`config.mk`:
```
export PLATFORM = sky130hd
export DESIGN_NAME = greedy_line_wrap_align_unit
export DESIGN_NICKNAME = d
export VERILOG_FILES = /design/src/glwa_pkg.sv /design/src/glwa_ram.sv /design/src/glwa_place.sv /design/src/glwa_emit.sv /design/src/greedy_line_wrap_align_unit.sv
export SDC_FILE = /design/constraint.sdc
export NUM_CORES = 2
export LEC_CHECK = 0
export ABC_AREA = 1
export BUFFER_PORTS_ARGS = -buffer_cell sky130_fd_sc_hd__clkbuf_2
export CAP_MARGIN = 30
export CORE_AREA = 3 3 445 447
export CTS_BUF_LIST = sky130_fd_sc_hd__clkbuf_4 sky130_fd_sc_hd__clkbuf_8
export DETAILED_ROUTE_END_ITERATION = 10
export DIE_AREA = 0 0 448 450
export PLACE_DENSITY = 0.64
export SLEW_MARGIN = 15
export SYNTH_ARGS = -nofsm -noshare
export SYNTH_HDL_FRONTEND = slang
export SYNTH_SLANG_ARGS = --single-unit
```
`constraint.sdc`:
```
create_clock -name clk_i -period 8.5 [get_ports clk_i]
set_clock_uncertainty 0.1 [all_clocks]
set_input_delay 1.7 -clock clk_i [delete_from_list [all_inputs] [get_ports clk_i]]
set_output_delay 1.7 -clock clk_i [all_outputs]
set_load 0.05 [all_outputs]
```
`src/glwa_pkg.sv`:
```
// Shared types, constants and helpers of the greedy line wrap and align unit.
// No dependencies; glwa_place, glwa_emit and the top level import it.
package glwa_pkg;

  localparam int unsigned LINE_GLYPHS_DEF = 32;
  localparam int unsigned CFG_IDX_W       = 3;
  localparam int unsigned CFG_DATA_W      = 16;
  localparam int unsigned IN_TDATA_W      = 56;
  localparam int unsigned OUT_TDATA_W     = 120;

  localparam logic [CFG_IDX_W-1:0] REG_BOX_LEFT    = 3'd0;
  localparam logic [CFG_IDX_W-1:0] REG_BOX_TOP     = 3'd1;
  localparam logic [CFG_IDX_W-1:0] REG_RIGHT_LIMIT = 3'd2;
  localparam logic [CFG_IDX_W-1:0] REG_FONT_SIZE   = 3'd3;
  localparam logic [CFG_IDX_W-1:0] REG_ALIGN_MODE  = 3'd4;
  localparam logic [CFG_IDX_W-1:0] REG_WRAP_ENABLE = 3'd5;

  localparam logic [15:0] BOX_LEFT_RST    = 16'd0;
  localparam logic [15:0] BOX_TOP_RST     = 16'd0;
  localparam logic [15:0] RIGHT_LIMIT_RST = 16'd640;
  localparam logic [7:0]  FONT_SIZE_RST   = 8'd12;
  localparam logic [1:0]  ALIGN_MODE_RST  = 2'd0;
  localparam logic        WRAP_ENABLE_RST = 1'b1;

  localparam logic [1:0] ALIGN_LEFT   = 2'd0;
  localparam logic [1:0] ALIGN_RIGHT  = 2'd1;
  localparam logic [1:0] ALIGN_CENTRE = 2'd2;

  localparam logic [1:0] CODE_ORDINARY = 2'd0;
  localparam logic [1:0] CODE_NEWLINE  = 2'd1;
  localparam logic [1:0] CODE_TAB      = 2'd2;

  localparam logic [7:0] CHAR_NEWLINE = 8'd10;
  localparam logic [7:0] CHAR_TAB     = 8'd9;

  localparam logic [8:0]  LINE_GAP   = 9'd4;
  localparam logic [15:0] BOUND_HIGH = 16'h7fff;

  localparam logic KIND_GLYPH  = 1'b0;
  localparam logic KIND_BOUNDS = 1'b1;

  typedef struct packed {
    logic [15:0] cx;
    logic [11:0] cw;
    logic [15:0] rx;
    logic [1:0]  code;
  } glyph_entry_t;

  localparam int unsigned ENTRY_W = $bits(glyph_entry_t);

  typedef struct packed {
    logic [15:0] pen_y;
    logic [7:0]  font_size;
    logic [15:0] line_count;
    logic [15:0] shift;
  } line_ctx_t;

  typedef struct packed {
    logic [15:0] min_left;
    logic [15:0] min_top;
    logic [17:0] max_right;
    logic [17:0] max_bottom;
  } bounds_t;

  typedef struct packed {
    logic        kind;
    logic [15:0] box_x;
    logic [15:0] box_y;
    logic [15:0] box_w;
    logic [15:0] box_h;
    logic [15:0] render_x;
    logic [15:0] render_y;
    logic [15:0] line_number;
    logic [1:0]  control_code;
  } out_word_t;

  // truncating halves, then right or centre shift of the line
  function automatic logic [15:0] align_shift(logic [1:0] mode, logic [15:0] pen,
                                              logic [15:0] left, logic [15:0] limit);
    logic signed [17:0] span;
    logic signed [17:0] lw;
    logic signed [17:0] span_h;
    logic signed [17:0] lw_h;
    logic signed [17:0] d;
    span   = $signed({{2{limit[15]}}, limit}) - $signed({{2{left[15]}}, left});
    lw     = $signed({{2{pen[15]}}, pen}) - $signed({{2{left[15]}}, left});
    span_h = (span + $signed({17'd0, span[17]})) >>> 1;
    lw_h   = (lw + $signed({17'd0, lw[17]})) >>> 1;
    case (mode)
      ALIGN_RIGHT:  d = span - lw;
      ALIGN_CENTRE: d = span_h - lw_h;
      default:      d = '0;
    endcase
    return d[15:0];
  endfunction

endpackage

```
`src/glwa_ram.sv`:
```
// Generic single-port-write, single-port-read RAM with registered read data.
// No dependencies; holds the glyphs of the open line.
module glwa_ram #(
  parameter int unsigned WIDTH = 8,
  parameter int unsigned DEPTH = 32
) (
  input  logic                     clk_i,
  input  logic                     we_i,
  input  logic [$clog2(DEPTH)-1:0] waddr_i,
  input  logic [WIDTH-1:0]         wdata_i,
  input  logic                     re_i,
  input  logic [$clog2(DEPTH)-1:0] raddr_i,
  output logic [WIDTH-1:0]         rdata_o
);

  logic [WIDTH-1:0] mem_q [DEPTH];

  always_ff @(posedge clk_i) begin
    if (we_i) begin
      mem_q[waddr_i] <= wdata_i;
    end
    if (re_i) begin
      rdata_o <= mem_q[raddr_i];
    end
  end

endmodule

```
`src/glwa_place.sv`:
```
// Glyph placement datapath: overflow test, cell width, render x, control code.
// Depends on glwa_pkg.
module glwa_place import glwa_pkg::*; (
  input  logic [15:0]  pen_x_i,
  input  logic [15:0]  limit_i,
  input  logic [7:0]   first_byte_i,
  input  logic         single_byte_i,
  input  logic [15:0]  ink_width_i,
  input  logic [15:0]  advance_i,
  input  logic [15:0]  origin_x_i,
  output logic         overflow_o,
  output logic         newline_o,
  output logic [11:0]  adv_px_o,
  output glyph_entry_t entry_o
);

  logic signed [21:0] pen_ink;
  logic signed [21:0] limit16;
  logic signed [20:0] t;
  logic signed [20:0] t_rnd;
  logic [20:0]        rx_full;
  logic [15:0]        wide;

  assign pen_ink = $signed({{2{pen_x_i[15]}}, pen_x_i, 4'd0}) + $signed({6'd0, ink_width_i});
  assign limit16 = $signed({{2{limit_i[15]}}, limit_i, 4'd0});
  assign overflow_o = pen_ink > limit16;

  // truncate toward zero on the divide by 16
  assign t       = $signed({pen_x_i[15], pen_x_i, 4'd0}) - $signed({{5{origin_x_i[15]}}, origin_x_i});
  assign t_rnd   = t + $signed({17'd0, {4{t[20]}}});
  assign rx_full = 21'(t_rnd >>> 4);

  assign wide     = (ink_width_i > advance_i) ? ink_width_i : advance_i;
  assign adv_px_o = advance_i[15:4];

  always_comb begin
    entry_o.cx   = pen_x_i;
    entry_o.cw   = wide[15:4];
    entry_o.rx   = rx_full[15:0];
    entry_o.code = CODE_ORDINARY;
    newline_o    = 1'b0;
    if (single_byte_i) begin
      if (first_byte_i == CHAR_NEWLINE) begin
        entry_o.code = CODE_NEWLINE;
        newline_o    = 1'b1;
      end else if (first_byte_i == CHAR_TAB) begin
        entry_o.code = CODE_TAB;
      end
    end
  end

endmodule

```
`src/glwa_emit.sv`:
```
// Result formatter: builds a positioned glyph word or the text bounds word.
// Depends on glwa_pkg.
module glwa_emit import glwa_pkg::*; (
  input  glyph_entry_t entry_i,
  input  line_ctx_t    ctx_i,
  input  bounds_t      bounds_i,
  input  logic         rec_i,
  output out_word_t    word_o
);

  logic [8:0] lh;

  assign lh = {1'b0, ctx_i.font_size} + LINE_GAP;

  always_comb begin
    if (rec_i) begin
      word_o.kind         = KIND_BOUNDS;
      word_o.box_x        = bounds_i.min_left;
      word_o.box_y        = bounds_i.min_top;
      word_o.box_w        = bounds_i.max_right[15:0];
      word_o.box_h        = bounds_i.max_bottom[15:0];
      word_o.render_x     = '0;
      word_o.render_y     = '0;
      word_o.line_number  = ctx_i.line_count;
      word_o.control_code = CODE_ORDINARY;
    end else begin
      word_o.kind         = KIND_GLYPH;
      word_o.box_x        = entry_i.cx;
      word_o.box_y        = ctx_i.pen_y;
      word_o.box_w        = {4'd0, entry_i.cw};
      word_o.box_h        = {7'd0, lh};
      word_o.render_x     = entry_i.rx + ctx_i.shift;
      word_o.render_y     = ctx_i.pen_y + {8'd0, ctx_i.font_size};
      word_o.line_number  = ctx_i.line_count;
      word_o.control_code = entry_i.code;
    end
  end

endmodule

```
`src/greedy_line_wrap_align_unit.sv`:
```
// Greedy line wrap and align unit, top level: sequencer, line buffer RAM, registers.
// Depends on glwa_pkg, glwa_ram, glwa_place and glwa_emit.
//
// Usage: glyph clusters enter on s_axis, one word per cluster, tlast marking the
// final cluster of a text. Positioned glyphs and one bounds record per text leave
// on m_axis, tlast on the final word caused by an input cluster. Registers are
// written over the cfg channel (index 0..5), by the user only while the unit is idle;
// the unit itself does not enforce this. A cluster that closes no line passes accept
// (ST_IN), break test (ST_DECIDE) and buffer write (ST_PLACE). A line flush adds a
// setup step (ST_RD), then reads the held glyphs one at a time through the single
// read port of the line buffer RAM, one output word each (ST_OUT); the bounds
// record (ST_REC) follows at the end of a text.
// Results sit in one output register; a cluster may be accepted while it waits.
// When m_axis_tready is low the flush walk pauses and nothing is lost.
// Reset sets the registers to their defaults and leaves the unit idle; the
// first cluster of a text loads the pen from box_left and box_top.
module greedy_line_wrap_align_unit import glwa_pkg::*; #(
  parameter int unsigned LINE_GLYPHS = LINE_GLYPHS_DEF
) (
  input  logic                   clk_i,
  input  logic                   rst_ni,
  input  logic                   cfg_valid_i,
  output logic                   cfg_ready_o,
  input  logic [CFG_IDX_W-1:0]   cfg_index_i,
  input  logic [CFG_DATA_W-1:0]  cfg_data_i,
  input  logic                   s_axis_tvalid,
  output logic                   s_axis_tready,
  // first_byte, ink_width, advance, origin_x
  input  logic [IN_TDATA_W-1:0]  s_axis_tdata,
  // single_byte
  input  logic                   s_axis_tuser,
  input  logic                   s_axis_tlast,
  output logic                   m_axis_tvalid,
  input  logic                   m_axis_tready,
  // box_x, box_y, box_w, box_h, render_x, render_y, line_number, control_code
  output logic [OUT_TDATA_W-1:0] m_axis_tdata,
  // kind
  output logic                   m_axis_tuser,
  output logic                   m_axis_tlast
);

  localparam int unsigned AW = $clog2(LINE_GLYPHS);
  localparam int unsigned FW = $clog2(LINE_GLYPHS + 1);

  typedef enum logic [2:0] {
    ST_IN, ST_DECIDE, ST_PLACE, ST_RD, ST_OUT, ST_REC
  } state_e;

  typedef enum logic [1:0] {
    FL_BREAK, FL_EOT, FL_FULL
  } flush_e;

  logic [15:0] box_left_q, box_top_q, limit_q;
  logic [7:0]  font_size_q;
  logic [1:0]  align_mode_q;
  logic        wrap_q;

  state_e      state_q;
  flush_e      fl_kind_q;
  logic        idle_q;
  logic [15:0] pen_x_q, pen_y_q, line_count_q;
  logic        after_nl_q;
  logic [FW-1:0] fill_q;
  logic [AW-1:0] rd_idx_q;
  logic [15:0] shift_q;
  bounds_t     bounds_q;

  logic [7:0]  in_fb_q;
  logic        in_single_q, in_eot_q;
  logic [15:0] in_ink_q, in_adv_q, in_org_q;

  logic        out_valid_q, out_last_q;
  out_word_t   out_word_q;

  logic         ovf, nl;
  logic [11:0]  adv_px;
  glyph_entry_t place_entry, rd_entry;
  logic [ENTRY_W-1:0] rd_data;
  line_ctx_t    ctx;
  out_word_t    emit_word;
  logic         out_free, out_load, in_acc, brk, rd_last, ram_we, ram_re;
  logic [AW-1:0] ram_raddr;
  logic [8:0]   lh;
  logic signed [17:0] right, bottom;

  assign cfg_ready_o = 1'b1;

  always_ff @(posedge clk_i or negedge rst_ni) begin
    if (!rst_ni) begin
      box_left_q   <= BOX_LEFT_RST;
      box_top_q    <= BOX_TOP_RST;
      limit_q      <= RIGHT_LIMIT_RST;
      font_size_q  <= FONT_SIZE_RST;
      align_mode_q <= ALIGN_MODE_RST;
      wrap_q       <= WRAP_ENABLE_RST;
    end else if (cfg_valid_i) begin
      case (cfg_index_i)
        REG_BOX_LEFT:    box_left_q   <= cfg_data_i;
        REG_BOX_TOP:     box_top_q    <= cfg_data_i;
        REG_RIGHT_LIMIT: limit_q      <= cfg_data_i;
        REG_FONT_SIZE:   font_size_q  <= cfg_data_i[7:0];
        REG_ALIGN_MODE:  align_mode_q <= cfg_data_i[1:0];
        REG_WRAP_ENABLE: wrap_q       <= cfg_data_i[0];
        default: ;
      endcase
    end
  end

  glwa_place u_place (
    .pen_x_i      (pen_x_q),
    .limit_i      (limit_q),
    .first_byte_i (in_fb_q),
    .single_byte_i(in_single_q),
    .ink_width_i  (in_ink_q),
    .advance_i    (in_adv_q),
    .origin_x_i   (in_org_q),
    .overflow_o   (ovf),
    .newline_o    (nl),
    .adv_px_o     (adv_px),
    .entry_o      (place_entry)
  );

  assign s_axis_tready = (state_q == ST_IN);
  assign in_acc   = s_axis_tvalid && s_axis_tready;
  assign out_free = !out_valid_q || m_axis_tready;
  assign out_load = out_free && ((state_q == ST_OUT) || (state_q == ST_REC));
  assign brk      = after_nl_q || (wrap_q && ovf);
  assign rd_last  = (FW'(rd_idx_q) + FW'(1)) == fill_q;
  assign lh       = {1'b0, font_size_q} + LINE_GAP;
  assign right    = $signed({{2{pen_x_q[15]}}, pen_x_q}) + $signed({6'd0, place_entry.cw});
  assign bottom   = $signed({{2{pen_y_q[15]}}, pen_y_q}) + $signed({9'd0, lh});

  assign ram_we    = (state_q == ST_PLACE);
  assign ram_re    = (state_q == ST_RD) || ((state_q == ST_OUT) && out_free && !rd_last);
  assign ram_raddr = (state_q == ST_OUT) ? rd_idx_q + AW'(1) : rd_idx_q;

  glwa_ram #(
    .WIDTH(ENTRY_W),
    .DEPTH(LINE_GLYPHS)
  ) u_line_ram (
    .clk_i  (clk_i),
    .we_i   (ram_we),
    .waddr_i(fill_q[AW-1:0]),
    .wdata_i(place_entry),
    .re_i   (ram_re),
    .raddr_i(ram_raddr),
    .rdata_o(rd_data)
  );

  assign rd_entry       = glyph_entry_t'(rd_data);
  assign ctx.pen_y      = pen_y_q;
  assign ctx.font_size  = font_size_q;
  assign ctx.line_count = line_count_q;
  assign ctx.shift      = shift_q;

  glwa_emit u_emit (
    .entry_i (rd_entry),
    .ctx_i   (ctx),
    .bounds_i(bounds_q),
    .rec_i   (state_q == ST_REC),
    .word_o  (emit_word)
  );

  always_ff @(posedge clk_i or negedge rst_ni) begin
    if (!rst_ni) begin
      state_q      <= ST_IN;
      fl_kind_q    <= FL_BREAK;
      idle_q       <= 1'b1;
      pen_x_q      <= '0;
      pen_y_q      <= '0;
      line_count_q <= '0;
      after_nl_q   <= 1'b0;
      fill_q       <= '0;
      rd_idx_q     <= '0;
      shift_q      <= '0;
      bounds_q     <= '0;
      in_fb_q      <= '0;
      in_single_q  <= 1'b0;
      in_eot_q     <= 1'b0;
      in_ink_q     <= '0;
      in_adv_q     <= '0;
      in_org_q     <= '0;
      out_valid_q  <= 1'b0;
      out_last_q   <= 1'b0;
      out_word_q   <= '0;
    end else begin
      out_valid_q <= out_load || (out_valid_q && !m_axis_tready);
      case (state_q)
        ST_IN: begin
          if (in_acc) begin
            in_fb_q     <= s_axis_tdata[7:0];
            in_ink_q    <= s_axis_tdata[23:8];
            in_adv_q    <= s_axis_tdata[39:24];
            in_org_q    <= s_axis_tdata[55:40];
            in_single_q <= s_axis_tuser;
            in_eot_q    <= s_axis_tlast;
            if (idle_q) begin
              idle_q              <= 1'b0;
              pen_x_q             <= box_left_q;
              pen_y_q             <= box_top_q;
              line_count_q        <= '0;
              after_nl_q          <= 1'b0;
              fill_q              <= '0;
              bounds_q.min_left   <= BOUND_HIGH;
              bounds_q.min_top    <= BOUND_HIGH;
              bounds_q.max_right  <= '0;
              bounds_q.max_bottom <= '0;
            end
            state_q <= ST_DECIDE;
          end
        end
        ST_DECIDE: begin
          if (brk && (fill_q != '0)) begin
            fl_kind_q <= FL_BREAK;
            rd_idx_q  <= '0;
            state_q   <= ST_RD;
          end else begin
            if (brk) begin
              line_count_q <= line_count_q + 16'd1;
              pen_x_q      <= box_left_q;
              pen_y_q      <= pen_y_q + {7'd0, lh};
            end
            state_q <= ST_PLACE;
          end
        end
        ST_PLACE: begin
          if ($signed(pen_x_q) < $signed(bounds_q.min_left)) begin
            bounds_q.min_left <= pen_x_q;
          end
          if ($signed(pen_y_q) < $signed(bounds_q.min_top)) begin
            bounds_q.min_top <= pen_y_q;
          end
          if (right > $signed(bounds_q.max_right)) begin
            bounds_q.max_right <= right;
          end
          if (bottom > $signed(bounds_q.max_bottom)) begin
            bounds_q.max_bottom <= bottom;
          end
          pen_x_q    <= pen_x_q + {4'd0, adv_px};
          after_nl_q <= nl;
          fill_q     <= fill_q + FW'(1);
          rd_idx_q   <= '0;
          if (in_eot_q) begin
            fl_kind_q <= FL_EOT;
            state_q   <= ST_RD;
          end else if ((fill_q + FW'(1)) == FW'(LINE_GLYPHS)) begin
            fl_kind_q <= FL_FULL;
            state_q   <= ST_RD;
          end else begin
            state_q <= ST_IN;
          end
        end
        ST_RD: begin
          shift_q <= align_shift(align_mode_q, pen_x_q, box_left_q, limit_q);
          state_q <= ST_OUT;
        end
        ST_OUT: begin
          if (out_free) begin
            out_word_q  <= emit_word;
            out_last_q  <= rd_last && ((fl_kind_q == FL_FULL) ||
                                       ((fl_kind_q == FL_BREAK) && !in_eot_q));
            if (rd_last) begin
              fill_q <= '0;
              case (fl_kind_q)
                FL_BREAK: begin
                  line_count_q <= line_count_q + 16'd1;
                  pen_x_q      <= box_left_q;
                  pen_y_q      <= pen_y_q + {7'd0, lh};
                  state_q      <= ST_PLACE;
                end
                FL_FULL: begin
                  line_count_q <= line_count_q + 16'd1;
                  pen_x_q      <= box_left_q;
                  pen_y_q      <= pen_y_q + {7'd0, lh};
                  after_nl_q   <= 1'b0;
                  state_q      <= ST_IN;
                end
                default: begin
                  state_q <= ST_REC;
                end
              endcase
            end else begin
              rd_idx_q <= rd_idx_q + AW'(1);
            end
          end
        end
        ST_REC: begin
          if (out_free) begin
            out_word_q  <= emit_word;
            out_last_q  <= 1'b1;
            idle_q      <= 1'b1;
            state_q     <= ST_IN;
          end
        end
        default: begin
          state_q <= ST_IN;
        end
      endcase
    end
  end

  assign m_axis_tvalid = out_valid_q;
  assign m_axis_tlast  = out_last_q;
  assign m_axis_tuser  = out_word_q.kind;
  assign m_axis_tdata  = {6'd0, out_word_q.control_code, out_word_q.line_number,
                          out_word_q.render_y, out_word_q.render_x, out_word_q.box_h,
                          out_word_q.box_w, out_word_q.box_y, out_word_q.box_x};

endmodule
```
==> results.md <==
* Status: complete, no violations
* Post-CTS sizing at 0
* DRT antenna net count at 0
* Area Overhead vs Synth at 12.3%
* Static Leakage at 39.8 nW
* Antenna violations before repair at 9
* Design Area, Final at 98,200 um^2
* Top area cells in the synthesized netlist: edfxtp_1 52%, nand2_1 12%, dfrtp_1 11%, nand3_1 7.8%, ha_1 3.7%
* TritonRoute pass-1 iters at 8
* Reg-to-Reg Start: in_ink_q[1]
* Fin util at 0.504
* Placed Area at 91,600 um^2
* Initial core utilization at 0.449
* Final Hold Fails at 0
* Startpoint types: register
* Critical path class: register to register
* Drt drc at 0
* Synth Register Bits at 1,900
* DRT iter0 DRCs at 7,092
* Synth top area share at 0.522
* DRT met1 WL at 111,000 um
* R2R depth at 32
* WL met2 at 126,000 um
* GRT Total Usage at 0.264
* Vias in the first global route at 62,600
* Gr ovfl total at 0
* Hold endpoint: idle_q
* CP peak stage delay at 680 ps
* Fraction of layout cells with a size suffix above 1 at 0.107
* Max Root-Sink Buffers at 4
* Most common cell on crit path: nand2_1
* Final worst-path cycle share at 0.754
* Unrepaired setup endpoints after global routing: false
* Uppermost layer routed: met5
* RePlAce Congestion at 0.904
* Ys async rst share at 0.201
* Hold Crit Start: idle_q
* Post-CTS Setup Repair Bufs at 0
* Yosys cell types at 60
* Post-CTS Hold Buffers at 0
* Metal3 WL at 23,600 um
* I/O pin count at 207
* Setup TNS at 0 ps
* Clock sinks at 1,900
* Total vias in the final route at 65,600
* Final WL at 271,000 um
* NumNets Final at 9,249
* Top cell type by total area after synthesis: edfxtp_1
* CP Max Fanout at 34
* Primary FF master, synth: edfxtp_1
* WHS Path Cells at 2
* Clk_lat worst skew at 1040 ps
* Reg-to-reg endpoint: bounds_q[25]
* # rows at 162
* Post-synthesis cell area at 87,400 um^2
* Die width at 448 um
* Synth Instances at 8,640
* Filler instances at 17,300
* Setup violators final at 0
* Placed insts at 11,100
* Worst min path class: register to register
* Slew headroom at 0.264
* Core box area at 195,000 um^2
* Slew @ Worst Pin at 1100 ps
* Worst R2R Setup Slack at 2090 ps
* First-pass GRT wire length at 400,000 um
* EDFF count, synth at 1,518
* Post-synthesis sequential area ratio at 0.631
* WL/cell at 23.2 um
* Post-layout minimum cycle time at 6410 ps
* Total power at 45.5 mW
* Worst EP arrival at 7160 ps
* Clock buffer count from CTS at 330
* VDD IR max at 0.542 mV
* Avg Inst Size Synth at 10.1 um^2
* Fin. max-slew vios at 0
* Pin count of the biggest net entering global routing at 200
* Crit path capture type: register
* Critical path required time at 9250 ps
* Die Footprint at 202,000 um^2
* Yosys Warn Count at 0
* CP max-delay cell: nand2_1
* Vias per cell at 5.62
* CTS H-Tree Depth at 5
* Port Buffers at 199
* Finished Layout Cells at 11,700
* Fmax at 156 MHz
* Detail Placement HPWL at 157,000 um
* Die Ht at 450 um
* Clock Root Buffer: clkbuf_8
* Max Cap Violations at 0
* CTS tree: yes
* Worst-path clk slew at 60 ps
* Pwr/cell area at 464 nW/um^2
[critical path: cells and delay by family, from the launching register on]
kind / cells / cell delay (ps)
adders and majority gates: 4 / 1100
and+or+nand+nor: 12 / 1520
DFF: 1 / 400
buffers and inverters: 3 / 450
AOI/OAI and AO/OA: 13 / 2680
[sequential cells by signal, summed over array words and instances, names as in the netlist, 2 cells and up]
name,count
shift_q,16
in_adv_q,16
in_ink_q,16
line_count_q,16
state_q,3
box_left_q,16
m_axis_tdata,114
u_line_ram.mem_q,1472
limit_q,16
in_org_q,16
box_top_q,16
fl_kind_q,2
fill_q,6
pen_x_q,16
bounds_q,66
font_size_q,8
u_line_ram.rdata_o,46
in_fb_q,8
rd_idx_q,5
align_mode_q,2
pen_y_q,16
[cells in the mapped netlist, drive strengths merged (8+ instances only)]
| cell type | n |
|---|---|
| and2 | 8 |
| o31ai | 10 |
| inv | 527 |
| o21ai | 487 |
| a22o | 16 |
| a31oi | 14 |
| o22ai | 11 |
| nor3 | 32 |
| buf | 112 |
| nand2 | 2702 |
| o21bai | 13 |
| xor2 | 96 |
| xnor2 | 30 |
| o211ai | 99 |
| fa | 9 |
| nand3 | 1358 |
| clkbuf | 314 |
| ha | 257 |
| nor4 | 10 |
| a21oi | 202 |
| nor2 | 321 |
| edfxtp | 1518 |
| nand4 | 38 |
| dfrtp | 376 |
| or2 | 10 |
[cell type report]
| type | instances | area (um^2) | share of cell area |
|---|---|---|---|
| antenna | 2 | 5.00 | 0.0000510 |
| clock buffer | 470 | 5710 | 0.0582 |
| clock inverter | 91 | 536 | 0.00546 |
| inverter | 528 | 2000 | 0.0204 |
| multi-input combinational | 5791 | 29000 | 0.295 |
| sequential | 1900 | 55200 | 0.562 |
| tap | 2542 | 3180 | 0.0324 |
| timing repair buffer | 350 | 2570 | 0.0262 |
[cell families after synthesis]
kind of cell	Yosys count	synth area share
AOI/OAI and AO/OA	902	0.0583
xor gates and xnor gates	126	0.0128
adders and majority gates	266	0.0389
buffers and inverters	954	0.0430
DFF	1900	0.631
other	2	0.0000859
and+or+nand+nor	4490	0.216
[how the worst max path moves through the flow]
stage                      startpoint           end  slack (ps)  depth (start not counted)
final                     in_ink_q[1]  bounds_q[25]        2090                         32
after global routing      in_ink_q[1]  bounds_q[18]        1250                         33
after CTS                 in_ink_q[1]  bounds_q[25]        2070                         32
after detailed placement  in_ink_q[1]  bounds_q[25]        2090                         32
after global placement    in_ink_q[1]  bounds_q[30]        2040                         32
after floorplan           in_ink_q[1]  bounds_q[21]        2630                         33
[metrics by stage]
stage | hold WS (ps) | setup WS [ps]
floorplan | 340 | 2630
global placement | 358 | 2040
detailed placement | 361 | 2090
CTS | 369 | 2070
global route | 393 | 1250
finish | 371 | 2090
[per-layer routing]
layer	global-route usage	vias up
met2	0.421	2975
met5	0	-
met3	0.0480	575
met4	0.102	2
met1	0.361	31800
li1	-	30300
[cells in the final DEF, fill, tap and decap left out, types with 7 or more instances in the layout]
master	n
a31oi_1	14
a32o_1	7
xor2_1	89
a211oi_1	7
o21bai_1	13
clkbuf_2	198
a21oi_1	186
inv_2	8
o211ai_1	99
buf_12	19
clkbuf_4	121
o21ai_1	28
clkinv_1	55
o22ai_1	11
and2_1	8
dfrtp_1	376
inv_1	515
nor3_1	31
nand4_1	38
o31ai_1	10
nand3_1	1357
a21o_1	7
conb_1	7
clkbuf_8	349
or2_2	10
nor2_1	277
a21oi_2	13
nand2_1	2698
buf_4	115
edfxtp_1	1518
nor4_1	7
fa_1	9
xnor2_1	25
nor2_2	7
buf_16	7
clkinv_2	24
ha_1	256
o21ai_0	456
nor2_4	37
a22o_1	16
[power by group]
part	leakage (nW)	switching [mW]	internal, mW
logic	17.9	16.4	6.29
registers	18.6	0.810	13.9
clock network	3.32	3.64	4.45
total	39.8	20.8	24.7
Power figures use the tool's default switching activity.
